File: src/rtl/atht_ram.sv
// Generic simple dual-port RAM with registered read.
module atht_ram #(
    parameter int WIDTH = 8,
    parameter int DEPTH = 16
) (
    input  logic                     i_clk,
    input  logic                     i_we,
    input  logic [$clog2(DEPTH)-1:0] i_waddr,
    input  logic [WIDTH-1:0]         i_wdata,
    input  logic [$clog2(DEPTH)-1:0] i_raddr,
    output logic [WIDTH-1:0]         o_rdata
);

    logic [WIDTH-1:0] r_mem [DEPTH];
    logic [WIDTH-1:0] r_rdata;

    always_ff @(posedge i_clk) begin
        if (i_we) begin
            r_mem[i_waddr] <= i_wdata;
        end
        r_rdata <= r_mem[i_raddr];
    end

    assign o_rdata = r_rdata;

endmodule

File: config.mk
export PLATFORM = sky130hd
export DESIGN_NAME = atht_ram
export DESIGN_NICKNAME = d
export VERILOG_FILES = /design/src/rtl/atht_ram.sv
export SDC_FILE = /design/constraint.sdc
export NUM_CORES = 1
export LEC_CHECK = 0
export ABC_AREA = 1
export BUFFER_PORTS_ARGS = -buffer_cell sky130_fd_sc_hd__buf_4
export CORE_MARGIN = 2
export CORE_UTILIZATION = 50
export CTS_CLUSTER_DIAMETER = 30
export CTS_CLUSTER_SIZE = 12
export DETAILED_ROUTE_END_ITERATION = 6
export HOLD_SLACK_MARGIN = 0.15
export PLACE_DENSITY = 0.66
export SKIP_CTS_REPAIR_TIMING = 1
export SYNTH_ARGS = -nofsm -noshare
export SYNTH_HDL_FRONTEND = slang
export SYNTH_SLANG_ARGS = --single-unit
File: constraint.sdc
create_clock -name i_clk -period 2.8 [get_ports i_clk]
set_input_delay 0.14 -clock i_clk [delete_from_list [all_inputs] [get_ports i_clk]]
set_output_delay 0.14 -clock i_clk [all_outputs]
set_load 0.1 [all_outputs]
==> flow_summary.yaml <==
critical_path:
  critPathMaxStageDelay_ns: 0.38
  worstPathCellList: "buf_4, inv_2, nand3_1, nand3_1, nand3_1, nand2_1"
  worst_path_max_delay_cell: "inv_2"
  critical_path_class: "primary input to flop"
  cpMostUsedCell: "nand3_1"
  crit_path_start: "i_raddr[1]"
  crit_fanout: 33
  rr_endpoint: "o_rdata[4]"
  cp.depth: 6
  cp-end-kind: "flop"
  worstPathRequired_ns: 3.10
  ff2ff_path_depth: 6
  critPathTopFamily: "buffers and inverters"
  critPathLaunchType: "primary input"
  r2r-start: "r_mem[1][4]"
  r2r_slack_ns: 1.71
  endpoint: "o_rdata[5]"
  cp.arrival_ns: 1.48
  cp_num_buf_inv: 2
route:
  vias: 3742
  wl_per_cell_um: 16.5
  drt-total-wl_mm: 12.2
  drtIter0Drc: 216
  detail-route-antenna-nets: 0
  drc_errors: 0
  dr.pass1.iters: 5
  viasPerCell: 5.06
timing:
  rsz0062_at_grt: "no"
  tightest_slew_ns: 0.889
  fin_crit_sh_pct: 42.1
  clock.fmax_ghz: 0.848
  fin_hold_ws_ns: 0.161
  setup_violations: 0
  slew_headroom_pct: 40.5
  worst_slack_ns: 1.62
  fin_crit_ns: 1.18
  hold_viol_final: 0
  slew_violations: 0
  skew_ns: 0.00612
  tns_ns: 0
global_route:
  grt_pass1_vias: 3590
  track_usage_pct: 20.8
  grt_antenna_before_repair: 0
  grt_max_degree: 65
  overflow: 0
  grt_pass1_wl_mm: 19.0
cts:
  root_buffer: "clkbuf_16"
  cts.sink_count: 136
  htree_levels: 4
  clkSlewWorstSetupHoldPaths_ns: 0.06
  cts_tree: "done"
  clockBufferDepth: 2
  clock_latency_ns: 0.41
  cts_buffers: 17
logic_synthesis:
  synth-simple-area-share_pct: 21.0
  ys_ff_latch: 136
  yosysUniqueCellTypes: 12
  syn_avg_cell_area_um2: 10.5
  yosys-top-cells-area: "edfxtp_1 67%, nand2_1 11%, nand3_1 8.4%"
  synth_fa_ha_area_share_pct: 0
  synth.mux.area_fraction_pct: 0
  ys_seq_area_share_pct: 69.4
  yosysWarnings: 0
  synth_nets: 569
  syn_area_mm2: 0.00577
  synth_top_family_by_area: "simple AND/OR/NAND/NOR gates"
  synth_compound_area_share_pct: 0
  synth_top_area_share_pct: 66.7
  yosysTopAreaCell: "edfxtp_1"
  syn_inst: 551
  synth_xor_area_share_pct: 0
floorplan:
  core_area_mm2: 0.0113
  initial_core_util_pct: 50.9
  die_width_um: 111
  rows: 39
  dieHeight_um: 111
  io_pins: 26
  die_area_mm2: 0.0124
power_and_ir_drop:
  power_density_mw_per_mm2: 740
  clock_power_share_pct: 46.2
  max-vdd-ir-drop_uv: 430
  fin_total_pwr_mw: 4.96
  pwr-share-comb_pct: 7.7
  swShare_pct: 22.2
  seq_power_share_pct: 46.1
  p_leak_nw: 2.88
  p_int_mw: 3.86
  p_sw_mw: 1.10
run_status:
  status: "completed"
worst_hold_path:
  hp-class: "primary input to flop"
layout:
  syn_to_final_growth_pct: 16.3
  diodes: 0
  stdcell_area_mm2: 0.00671
  nets: 601
  drive_gt1_share_pct: 10.4
  finalCoreUtilization_pct: 59.2
  stdcell_count: 739
flow_run:
  drv_cap: 0
place:
  place_ws_ns: 1.22
  io_buffers: 25
  place_inst: 698
  dpl_cell_area_mm2: 0.00599
  place.gp.congestion: 0.785
  dp_hpwl_mm: 7.19
-- sequential cells by signal (all words and copies together), names as in the netlist --
signal / count
o_rdata: 8
r_mem: 128
-- worst reg2reg max path, stage by stage (launching register included) --
cell      delay [ns]
edfxtp_1        0.36
inv_1           0.06
nand2_1         0.05
nand3_1         0.12
nand3_1         0.12
nand3_1         0.18
nand2_1         0.09
-- routing by layer --
metal | GRT usage [%] | vias up | part of all wire (%)
met5 | 0 | - | 0
met4 | 9.55 | 0 | 2.4
met3 | 4.41 | 22 | 5.7
met2 | 34.8 | 143 | 50
met1 | 26.2 | 1737 | 42
li1 | - | 1840 | -
-- layout make-up --
type | instances | area (um2)
timing repair buffer | 37 | 300
clock buffer | 21 | 480
sequential | 136 | 4000
clock inverter | 11 | 145
inverter | 102 | 383
multi-input combinational | 289 | 1210
fill | 926 | 4620
tap | 143 | 179
-- worst min-delay path by stage --
stage,startpoint,to,slack (ns),depth (start not counted)
final,i_raddr[2],o_rdata[2],0.16,4
after CTS,i_raddr[3],o_rdata[2],0.04,3
after floorplan,i_wdata[0],r_mem[0][0],0.24,0
after global placement,i_raddr[3],o_rdata[4],0.47,3
after detailed placement,i_raddr[3],o_rdata[2],0.47,3
after global routing,i_raddr[2],o_rdata[2],0.19,4
-- cell usage in the layout, fill, tap and decap left out, drive strengths merged --
cell         Yosys  layout
bufinv           0       3
clkbuf           0      21
edfxtp         128     128
clkinvlp         0       6
dlygate4sd3      0       9
dfxtp            8       8
nand3b           2       2
nand3           97      97
buf             24      28
nand2          173     173
clkinv           0       2
inv            102     102
nor2            17      17
-- power groups by stage --
stage | logic [mW] | registers, mW | clock network, mW
global placement | 0.368 | 2.33 | 0
detailed placement | 0.372 | 2.33 | 0
finish | 0.382 | 2.29 | 2.29
CTS | 0.374 | 2.29 | 2.32
floorplan | 0.161 | 2.43 | 0
global route | 0.413 | 2.29 | 2.42
-- cell families (layout without fill, tap and decap cells) --
kind of cell / count (synthesis) / count (layout)
buffers and inverters: 126 / 171
and+or+nand+nor: 289 / 289
DFF: 136 / 136
-- synth_stat cells --
| master | count |
|---|---|
| buf_1 | 1 |
| buf_4 | 4 |
| nand3_1 | 97 |
| nand3b_1 | 2 |
| dfxtp_1 | 8 |
| edfxtp_1 | 128 |
| buf_6 | 6 |
| nand2_1 | 173 |
| inv_1 | 100 |
| nor2_1 | 17 |
| inv_2 | 2 |
| buf_2 | 13 |
Power figures use the tool's default switching activity.
