[src/rtl/atht_pkg.sv]
// Shared types and constants for the address tally hash table.
package atht_pkg;

    localparam int DEFAULT_TABLE_DEPTH = 128;

    localparam int ADDR_W   = 48;
    localparam int SIZE_W   = 40;
    localparam int ALLOC_W  = 32;
    localparam int ACTIVE_W = 8;

    // Fibonacci hashing multiplier, 2^64 divided by the golden ratio
    localparam logic [63:0] HASH_MULT = 64'h9E37_79B9_7F4A_7C15;

    typedef enum logic [1:0] {
        SLOT_FREE   = 2'd0,
        SLOT_ACTIVE = 2'd1,
        SLOT_TOMB   = 2'd2
    } t_slot;

    typedef enum logic [1:0] {
        KIND_INSERT = 2'd0,
        KIND_REMOVE = 2'd1,
        KIND_QUERY  = 2'd2
    } t_kind;

    typedef enum logic [2:0] {
        ST_NEW       = 3'd0,
        ST_UPDATED   = 3'd1,
        ST_REMOVED   = 3'd2,
        ST_NOT_FOUND = 3'd3,
        ST_FOUND     = 3'd4,
        ST_FULL      = 3'd5
    } t_status;

    typedef struct packed {
        t_slot                st;
        logic [ADDR_W-1:0]    addr;
        logic [SIZE_W-1:0]    size;
        logic [ALLOC_W-1:0]   alloc;
    } t_entry;

    localparam int ENTRY_W = $bits(t_entry);

endpackage

[src/rtl/atht_hash.sv]
// Iterative home-slot unit: shared 32x32 multiplier, then bit-serial reduction for a non-power-of-two depth.
module atht_hash
    import atht_pkg::*;
#(
    parameter int TABLE_DEPTH = DEFAULT_TABLE_DEPTH
) (
    input  logic                           i_clk,
    input  logic                           i_rst_n,
    input  logic                           i_start,
    input  logic [ADDR_W-1:0]              i_addr,
    output logic                           o_done,
    output logic [$clog2(TABLE_DEPTH)-1:0] o_slot
);

    localparam int IDX_W = $clog2(TABLE_DEPTH);
    localparam bit IS_POW2 = ((TABLE_DEPTH & (TABLE_DEPTH - 1)) == 0);

    typedef enum logic [1:0] {
        H_IDLE,
        H_MUL,
        H_MOD
    } t_hstate;

    t_hstate           r_state;
    logic              r_done;
    logic [ADDR_W-1:0] r_a;
    logic [1:0]        r_step;
    logic [5:0]        r_bit;
    logic [63:0]       r_prod;
    logic [63:0]       r_acc;
    logic [IDX_W-1:0]  r_rem;

    logic [31:0]       w_mul_a;
    logic [31:0]       w_mul_b;
    logic [IDX_W:0]    w_rem2;

    // Low 64 bits of a*C = a0*c0 + ((a0*c1 + a1*c0) << 32)
    always_comb begin
        unique case (r_step)
            2'd0: begin
                w_mul_a = r_a[31:0];
                w_mul_b = HASH_MULT[31:0];
            end
            2'd1: begin
                w_mul_a = r_a[31:0];
                w_mul_b = HASH_MULT[63:32];
            end
            default: begin
                w_mul_a = {16'b0, r_a[47:32]};
                w_mul_b = HASH_MULT[31:0];
            end
        endcase
    end

    assign w_rem2 = {r_rem, r_acc[63]};

    always_ff @(posedge i_clk) begin
        if (!i_rst_n) begin
            r_state <= H_IDLE;
            r_done  <= 1'b0;
            r_step  <= '0;
            r_bit   <= '0;
        end else begin
            r_done <= 1'b0;
            unique case (r_state)
                H_IDLE: begin
                    if (i_start) begin
                        r_a     <= i_addr;
                        r_step  <= '0;
                        r_state <= H_MUL;
                    end
                end
                H_MUL: begin
                    r_prod <= w_mul_a * w_mul_b;
                    unique case (r_step)
                        2'd0:    r_acc <= r_acc;
                        2'd1:    r_acc <= r_prod;
                        default: r_acc <= r_acc + {r_prod[31:0], 32'b0};
                    endcase
                    r_step <= r_step + 2'd1;
                    if (r_step == 2'd3) begin
                        if (IS_POW2) begin
                            r_done  <= 1'b1;
                            r_state <= H_IDLE;
                        end else begin
                            r_rem   <= '0;
                            r_bit   <= 6'd63;
                            r_state <= H_MOD;
                        end
                    end
                end
                H_MOD: begin
                    // restoring reduction, one product bit per cycle, MSB first
                    if (w_rem2 >= (IDX_W+1)'(TABLE_DEPTH)) begin
                        r_rem <= IDX_W'(w_rem2 - (IDX_W+1)'(TABLE_DEPTH));
                    end else begin
                        r_rem <= w_rem2[IDX_W-1:0];
                    end
                    r_acc <= {r_acc[62:0], 1'b0};
                    r_bit <= r_bit - 6'd1;
                    if (r_bit == 6'd0) begin
                        r_done  <= 1'b1;
                        r_state <= H_IDLE;
                    end
                end
                default: r_state <= H_IDLE;
            endcase
        end
    end

    assign o_done = r_done;
    assign o_slot = IS_POW2 ? r_acc[IDX_W-1:0] : r_rem;

endmodule

[config.mk]
export PLATFORM = sky130hd
export DESIGN_NAME = atht_hash
export DESIGN_NICKNAME = d
export VERILOG_FILES = /design/src/rtl/atht_pkg.sv /design/src/rtl/atht_hash.sv
export SDC_FILE = /design/constraint.sdc
export NUM_CORES = 1
export LEC_CHECK = 0
export BUFFER_PORTS_ARGS = -buffer_cell sky130_fd_sc_hd__buf_2
export CAP_MARGIN = 20
export CORE_UTILIZATION = 48
export DETAILED_ROUTE_END_ITERATION = 10
export HOLD_SLACK_MARGIN = 0.02
export PLACE_DENSITY = 0.78
export SKIP_CTS_REPAIR_TIMING = 1
export SYNTH_ARGS = -nofsm -noshare
export SYNTH_HDL_FRONTEND = slang
export SYNTH_SLANG_ARGS = --single-unit
[constraint.sdc]
create_clock -name i_clk -period 5.25 [get_ports i_clk]
set_input_delay 0.7875 -clock i_clk [delete_from_list [all_inputs] [get_ports i_clk]]
set_output_delay 0.7875 -clock i_clk [all_outputs]
set_load 0.01 [all_outputs]
==> results of run 1 <==
## cells in the mapped netlist
cell type / n / area [µm²]
edfxtp_1: 28 / 841
a21oi_1: 2 / 10.0
o21ai_0: 1 / 5.00
nor3_1: 2 / 10.0
xor2_1: 1 / 8.76
xnor2_1: 9 / 78.8
and3_1: 2 / 12.5
nor2b_1: 2 / 12.5
dfxtp_1: 4 / 80.1
nor2_4: 1 / 11.3
and2_4: 1 / 8.76
ha_1: 13 / 163
and2_1: 9 / 56.3
fa_1: 4 / 80.1
inv_1: 5 / 18.8
nor2_1: 4 / 15.0
o21bai_1: 1 / 7.51
conb_1: 1 / 3.75
clkbuf_1: 2 / 7.51
mux2i_1: 7 / 70.1
nand2_1: 3 / 11.3
buf_6: 1 / 11.3
mux2_2: 5 / 56.3
o211a_1: 1 / 10.0
## sequential cells by signal, indices dropped and copies added, names as in the netlist
signal and cells:
o_done 1, r_step 2, r_state 1, r_prod 7, r_a 14, r_acc 7
## kinds of logic after synthesis
group | after synthesis | share of synthesized area, %
fa+ha+maj | 17 | 15.3
flops | 32 | 58.0
mux | 12 | 7.95
other cells | 1 | 0.236
buf+inv | 8 | 2.36
xor+xnor | 10 | 5.51
compound gates | 5 | 2.05
simple gates | 24 | 8.66
## worst max-delay path by stage
stage,endpoint,slack (ns),depth (start not counted)
after floorplan,r_prod[6],0.84,17
after global placement,r_prod[6],0.59,16
after detailed placement,r_prod[6],0.51,16
after CTS,r_prod[6],0.46,16
after global routing,r_prod[6],0.27,16
final,r_prod[6],0.51,16
## power groups by stage
stage,Combinational (µW),Sequential (µW),Clock [µW]
final,119,302,153
after global routing,135,304,167
after CTS,121,303,157
after detailed placement,119,308,0
after global placement,114,308,0
after floorplan,95.6,307,0
## layout make-up
cell class | count | share of cell area [%]
inverters | 5 | 1.03
repair buffers | 25 | 7.01
well taps | 44 | 3.02
multi-input cells | 69 | 34.6
clock buffers | 8 | 3.78
flip-flops and latches | 32 | 50.5
## per-layer routing
layer / wire, µm / vias up
met5: 0 / -
met4: 47 / 0
met3: 101 / 8
met2: 1070 / 29
met1: 780 / 404
li1: - / 445
## placed cells by master, fill, tap and decap left out, drive strengths merged, types with 2 or more instances in the layout
cell | netlist | routed
a21oi | 2 | 2
and2 | 10 | 10
and3 | 2 | 2
buf | 1 | 25
clkbuf | 2 | 8
dfxtp | 4 | 4
edfxtp | 28 | 28
fa | 4 | 4
ha | 13 | 13
inv | 5 | 5
mux2 | 5 | 5
mux2i | 7 | 7
nand2 | 3 | 3
nor2 | 5 | 5
nor2b | 2 | 2
nor3 | 2 | 2
xnor2 | 9 | 9
## metrics by stage
step                total power [µW]  std cells  hold WS [ns]
finish                           574        183         0.440
floorplan                        402        109         0.400
global route                     606        183         0.443
detailed placement               427        174         0.412
global placement                 422        174         0.404
CTS                              581        182         0.434
==> summary.md, run 1 <==
| Metric | Value |
|---|---|
| Root buffer cell | clkbuf_4 |
| Register area share after synthesis | 58.0% |
| Htree depth | 2 |
| TritonCTS clock tree | yes |
| First-pass GRT wire length | 3.28 mm |
| Met2 Track Usage GR | 25.5% |
| Worst reg2reg path depth | 16 |
| Pleak | 0.000755 µW |
| Synth Instances | 109 |
| Number of diodes | 0 |
| Required time of the critical path | 5.33 ns |
| Yosys warns | 0 |
| Placeable Area | 3100 µm² |
| Die ar. | 3540 µm² |
| Avg Vias per Cell | 4.84 |
| Comb pwr share | 20.7% |
| Number of synthesized register bits | 32 |
| FP Rows | 20 |
| CTS sink count | 32 |
| Syn Std Cell Area | 1590 µm² |
| Worst slew margin relative to its limit | 63.1% |
| Worst Hold Launch | r_prod[0] |
| Internal power | 437 µW |
| Hold Vio Cnt, Final | 0 |
| Tightest Pin Transition | 0.554 ns |
| Setup crit end kind | flip-flop |
| Setup WS post-layout | 0.510 ns |
| Max-cap violations | 0 |
| Crit-path max cell delay | 0.52 ns |
| Crit-path leading delay family | adder cells |
| CP Cell Sequence | inv_1, ha_1, nor2_4, mux2_2, fa_1, ha_1, inv_1, fa_1, inv_1, ha_1, ha_1, fa_1, xnor2_1, xnor2_1, xnor2_1, xnor2_1 |
| Initial Util | 51.2% |
| Yosys cell types | 24 |
| VDD IR max | 0.000174 V |
| Post-layout util | 58.7% |
| M1 GR Usage | 11.7% |
| Avg WL per Cell | 10.9 µm |
| Final setup fails | 0 |
| Setup crit start | r_step[1] |
| IO Port Bufs | 24 |
| Area after DPL | 1750 µm² |
| Sequential share of power | 52.7% |
| CP bufs+invs | 3 |
| Nets | 206 |
| Final min period | 4.74 ns |
| Global route overflow | 0 |
| Max-slew violation count | 0 |
| Crit path launch type | flip-flop |
| Filler Cells Inserted | 268 |
| Final instance area | 1820 µm² |
| Fmax | 211 MHz |
| Initial antenna violation count | 0 |
| Synthesis-to-finish area growth | 14.6% |
| Die Ht | 59.5 µm |
| DRT antenna net count | 0 |
| Latest clock arrival within the worst-skew pair | 0.32 ns |
| Pwr Density | 315 nW/µm² |
| Slowest-stage cell, CP | fa_1 |
| Dpl hpwl | 1.54 mm |
| R2R Setup Slk | 0.51 ns |
| CP max FO | 17 |
| Syn_nets | 177 |
| Area of the multi-input gates | 631 µm² |
| Vias in the first global route | 860 |
| DR vias | 886 |
| Critical path arrival | 4.83 ns |
| Layout cells sized above 1 | 28.1% |
| M3 GR Usage | 4.59% |
| WHS Path Cells | 0 |
| Num CTS Buffers | 5 |
| Sw Share | 23.9% |
| Reg area | 921 µm² |
| Gpl congestion | 0.760 |
| Initial DRC count | 10 |
| Total Wirelength | 2.00 mm |
| Final Cycle Share | 90.3% |
| Clock power share | 26.6% |
| Unrepaired setup endpoints after global routing | no |
| Total GRT Usage | 13.3% |
| # DRC | 0 |
| 1st-pass router iterations | 4 |
| Largest net degree at the start of global routing | 18 |
| Die Width | 59.5 µm |
| FF-to-FF Start | r_step[1] |
| Dpl ws | 0.511 ns |
| Min-Delay Path Class | reg -> reg |
| Setup TNS Final | 0 ns |
| Reg2reg end | r_prod[6] |
| Max Buffers Root-to-Sink | 2 |
| # IOs | 59 |
| Status | complete, no violations |
| Mapped Avg Cell Area | 14.6 µm² |
| Clock Skew | 0.0100 ns |
| Clk slew on worst S/H paths | 0.09 ns |
| WHS Endpoint | r_acc[0] |
| Switching pwr | 137 µW |
| Gr busiest metal | met2 |
| Crit Path Class | reg -> reg |
Note: power is estimated with default switching activity, not from simulation.
==> inputs of run 2 (changes only) <==
- ABC_AREA: not set -> 1
- CORE_UTILIZATION: 48 -> 49
- CTS_CLUSTER_DIAMETER: not set -> 50
- PLACE_DENSITY: 0.78 -> 0.79
==> summary.md, run 2 <==
| Metric | Value |
|---|---|
| Status | complete, no violations |
| Nets | 261 (+27%) |
| Critical path arrival | 4.97 ns (+0.14 ns) |
| Setup TNS Final | 0 ns (unchanged) |
| 1st-pass router iterations | 4 (unchanged) |
| Crit path launch type | flip-flop |
| Most common library cells after synthesis | nand2_1, edfxtp_1, inv_1, ha_1, nor2_1 |
| Placeable Area | 3150 µm² (+1.6%) |
| Yosys warns | 0 (unchanged) |
| CP bufs+invs | 7 (+4) |
| Filler Cells Inserted | 291 (+8.6%) |
| Largest net degree at the start of global routing | 17 (-1) |
| Sequential share of power | 50.4% (-2.3 points) |
| Unrepaired setup endpoints after global routing | no |
| Slowest-stage cell, CP | fa_1 |
| Crit Path Class | reg -> reg |
| Die Ht | 60.8 µm (+2.0%) |
| Initial antenna violation count | 0 (unchanged) |
| Reg2reg end | r_prod[6] |
| Pwr Density | 316 nW/µm² (+0.15%) |
| Max-cap violations | 0 (unchanged) |
| Max Buffers Root-to-Sink | 2 (unchanged) |
| Ys flop type | edfxtp_1 |
| Die Width | 60.8 µm (+2.0%) |
| EDFF count, synth | 28 (unchanged) |
| Fmax | 205 MHz (-2.8%) |
| Sw Share | 30.3% (+6.4 points) |
| Top cells by area, synth | edfxtp_1, ha_1, nand2_1 |
| Internal power | 420 µW (-3.9%) |
| Largest Register | r_a |
| Gpl congestion | 0.878 (+16%) |
| Synth Instances | 163 (+50%) |
| Max-slew violation count | 0 (unchanged) |
| IO Port Bufs | 24 (unchanged) |
| Clock Skew | 0.00801 ns (-0.00200 ns) |
| Min-Delay Path Class | reg -> reg |
| Yosys top cell by area | edfxtp_1 |
| # DRC | 0 (unchanged) |
| Number of synthesized register bits | 32 (unchanged) |
| WHS Path Cells | 0 (unchanged) |
| Root buffer cell | clkbuf_4 |
| Tightest Pin Transition | 0.748 ns (+0.194 ns) |
| Syn_nets | 231 (+31%) |
| Yosys cell types | 22 (-8.3%) |
| Mapped Avg Cell Area | 10.4 µm² (-29%) |
| Die ar. | 3690 µm² (+4.1%) |
| Dpl hpwl | 2.00 mm (+30%) |
| Avg WL per Cell | 10.4 µm (-4.4%) |
| Final Cycle Share | 92.9% (+2.6 points) |
| Syn Std Cell Area | 1690 µm² (+6.5%) |
| Global route overflow | 0 (unchanged) |
| Crit-path max cell delay | 0.56 ns (+0.04 ns) |
| Crit-path leading delay family | adder cells |
| Crit-path most repeated cell | inv_1 |
| Htree depth | 2 (unchanged) |
| Commonest non-fill, non-tap cell in the layout | nand2_1 |
| CTS sink count | 32 (unchanged) |
| Largest registers | r_a x14, r_acc x7, r_prod x7 |
| Post-layout util | 60.5% (+1.8 points) |
| Worst Hold Launch | r_prod[0] |
| First-pass GRT wire length | 4.62 mm (+41%) |
| TritonCTS clock tree | yes |
| Synthesis-to-finish area growth | 12.8% |
| Post-synth ARST share | 0% (unchanged) |
| Vias in the first global route | 1156 (+34%) |
| FF-to-FF Start | r_step[1] |
| Final min period | 4.88 ns (+0.135 ns) |
| VDD IR max | 0.000189 V (+8.6%) |
| CP max FO | 16 (-1) |
| Reg area | 921 µm² (unchanged) |
| R2R Setup Slk | 0.37 ns (-0.14 ns) |
| Pleak | 0.000945 µW (+25%) |
| Final setup fails | 0 (unchanged) |
| WHS Endpoint | r_acc[0] |
| Switching pwr | 182 µW (+33%) |
| Area of the multi-input gates | 632 µm² (+0.20%) |
| Num CTS Buffers | 5 (unchanged) |
| Latest clock arrival within the worst-skew pair | 0.32 ns (about the same) |
| Most frequent cell after synthesis | nand2_1 |
| Layout cells sized above 1 | 24.7% (-3.3 points) |
| DR vias | 1113 (+26%) |
| Total Wirelength | 2.48 mm (+24%) |
| DRT antenna net count | 0 (unchanged) |
| # IOs | 59 (unchanged) |
| Worst slew margin relative to its limit | 50.1% (-13 points) |
| Crit. path cell count | 23 (+7) |
| Required time of the critical path | 5.34 ns (about the same) |
| Comb pwr share | 29.3% (+8.6 points) |
| Number of flip-flops in the largest register | 14 (unchanged) |
| Number of diodes | 0 (unchanged) |
| Clk slew on worst S/H paths | 0.09 ns (about the same) |
| Worst reg2reg path depth | 23 (+7) |
| Avg Vias per Cell | 4.68 (-3.4%) |
| FP Rows | 20 (unchanged) |
| Post-synth top area share | 49.7% (-3.2 points) |
| Register area share after synthesis | 54.4% (-3.5 points) |
| Initial DRC count | 19 (+9) |
| Initial Util | 53.7% (+2.4 points) |
| Setup crit end kind | flip-flop |
| Total GRT Usage | 17.9% (+4.5 points) |
| Most frequent cells in the layout | nand2_1, inv_1, edfxtp_1, buf_2, ha_1 |
| CP Cell Sequence | inv_1, ha_1, inv_2, nand2_4, or2_2, o21ai_0, inv_1, fa_1, ha_1, inv_1, fa_1, inv_1, ha_1, ha_1, fa_1, inv_1, nand3_2, nand2_2, inv_2, nand2_2, nand2_1, nand2_1, nand2_1 |
| Hold Vio Cnt, Final | 0 (unchanged) |
| Clock power share | 20.3% (-6.3 points) |
==> run 2: cell count changes in the layout (fill, tap and decap cells not counted), sizes merged, moves of 6 or more <==
cell / change
and2: -10
inv: +28
mux2i: -6
nand2: +47
nand3: +6
nor2: +9
xnor2: -9
==> run 2: final cells by class <==
class                           instances  share of cell area (%)
Clock buffer                            7                    2.36
Clock inverter                          1                   0.197
Inverter                               33                    6.49
Multi-Input combinational cell         96                    33.1
Sequential cell                        32                    48.3
Tap cell                               44                    2.89
Timing Repair Buffer                   25                    6.69
==> run 2: metal layers <==
layer | vias up | share of wire [%] | global-route usage, %
li1 | 568 | - | -
met4 | 0 | 2.5 | 9.74
met3 | 7 | 4.5 | 5.12
met5 | - | 0 | 0
met2 | 31 | 55 | 33.3
met1 | 507 | 38 | 17.7
==> run 2: worst reg2reg max path, stage by stage (launching register included) <==
cell,delay (ns)
dfxtp_1,0.38
inv_1,0.07
ha_1,0.44
inv_2,0.23
nand2_4,0.08
or2_2,0.27
o21ai_0,0.13
inv_1,0.14
fa_1,0.45
ha_1,0.28
inv_1,0.05
fa_1,0.56
inv_1,0.06
ha_1,0.27
ha_1,0.30
fa_1,0.44
inv_1,0.08
nand3_2,0.07
nand2_2,0.11
inv_2,0.04
nand2_2,0.06
nand2_1,0.05
nand2_1,0.05
nand2_1,0.04
==> run 2: kinds of logic after synthesis <==
family	count (synthesis)	synth area share, %
compound gates	5	1.78
fa+ha+maj	17	14.3
buf+inv	35	8.21
flops	32	54.4
mux	1	0.592
other cells	1	0.222
simple gates	72	20.4
==> run 2: worst max-delay path by stage <==
stage,startpoint,slack (ns),to
after floorplan,r_step[1],1.01,r_prod[6]
after global placement,r_step[1],0.52,r_prod[6]
after detailed placement,r_step[1],0.41,r_prod[6]
after CTS,r_step[1],0.40,r_prod[6]
after global routing,r_step[0],0.09,r_prod[6]
final,r_step[1],0.37,r_prod[6]
==> run 2: power by group through the flow <==
stage                     Sequential, µW  Clock, µW  Combinational [µW]
after floorplan                      309          0                 136
after global placement               309          0                 164
after detailed placement             310          0                 173
after CTS                            304        130                 176
after global routing                 305        140                 209
final                                304        122                 177
==> run 2: metrics by stage <==
stage / instance area, µm² / total power, µW / hold slack (ns) / cells / worst slack [ns]
floorplan: 1690 / 445 / 0.400 / 163 / 1.01
global route: 1910 / 654 / 0.458 / 238 / 0.0894
finish: 1910 / 602 / 0.440 / 238 / 0.375
detailed placement: 1850 / 483 / 0.427 / 229 / 0.413
CTS: 1900 / 609 / 0.449 / 237 / 0.397
global placement: 1850 / 473 / 0.402 / 229 / 0.522
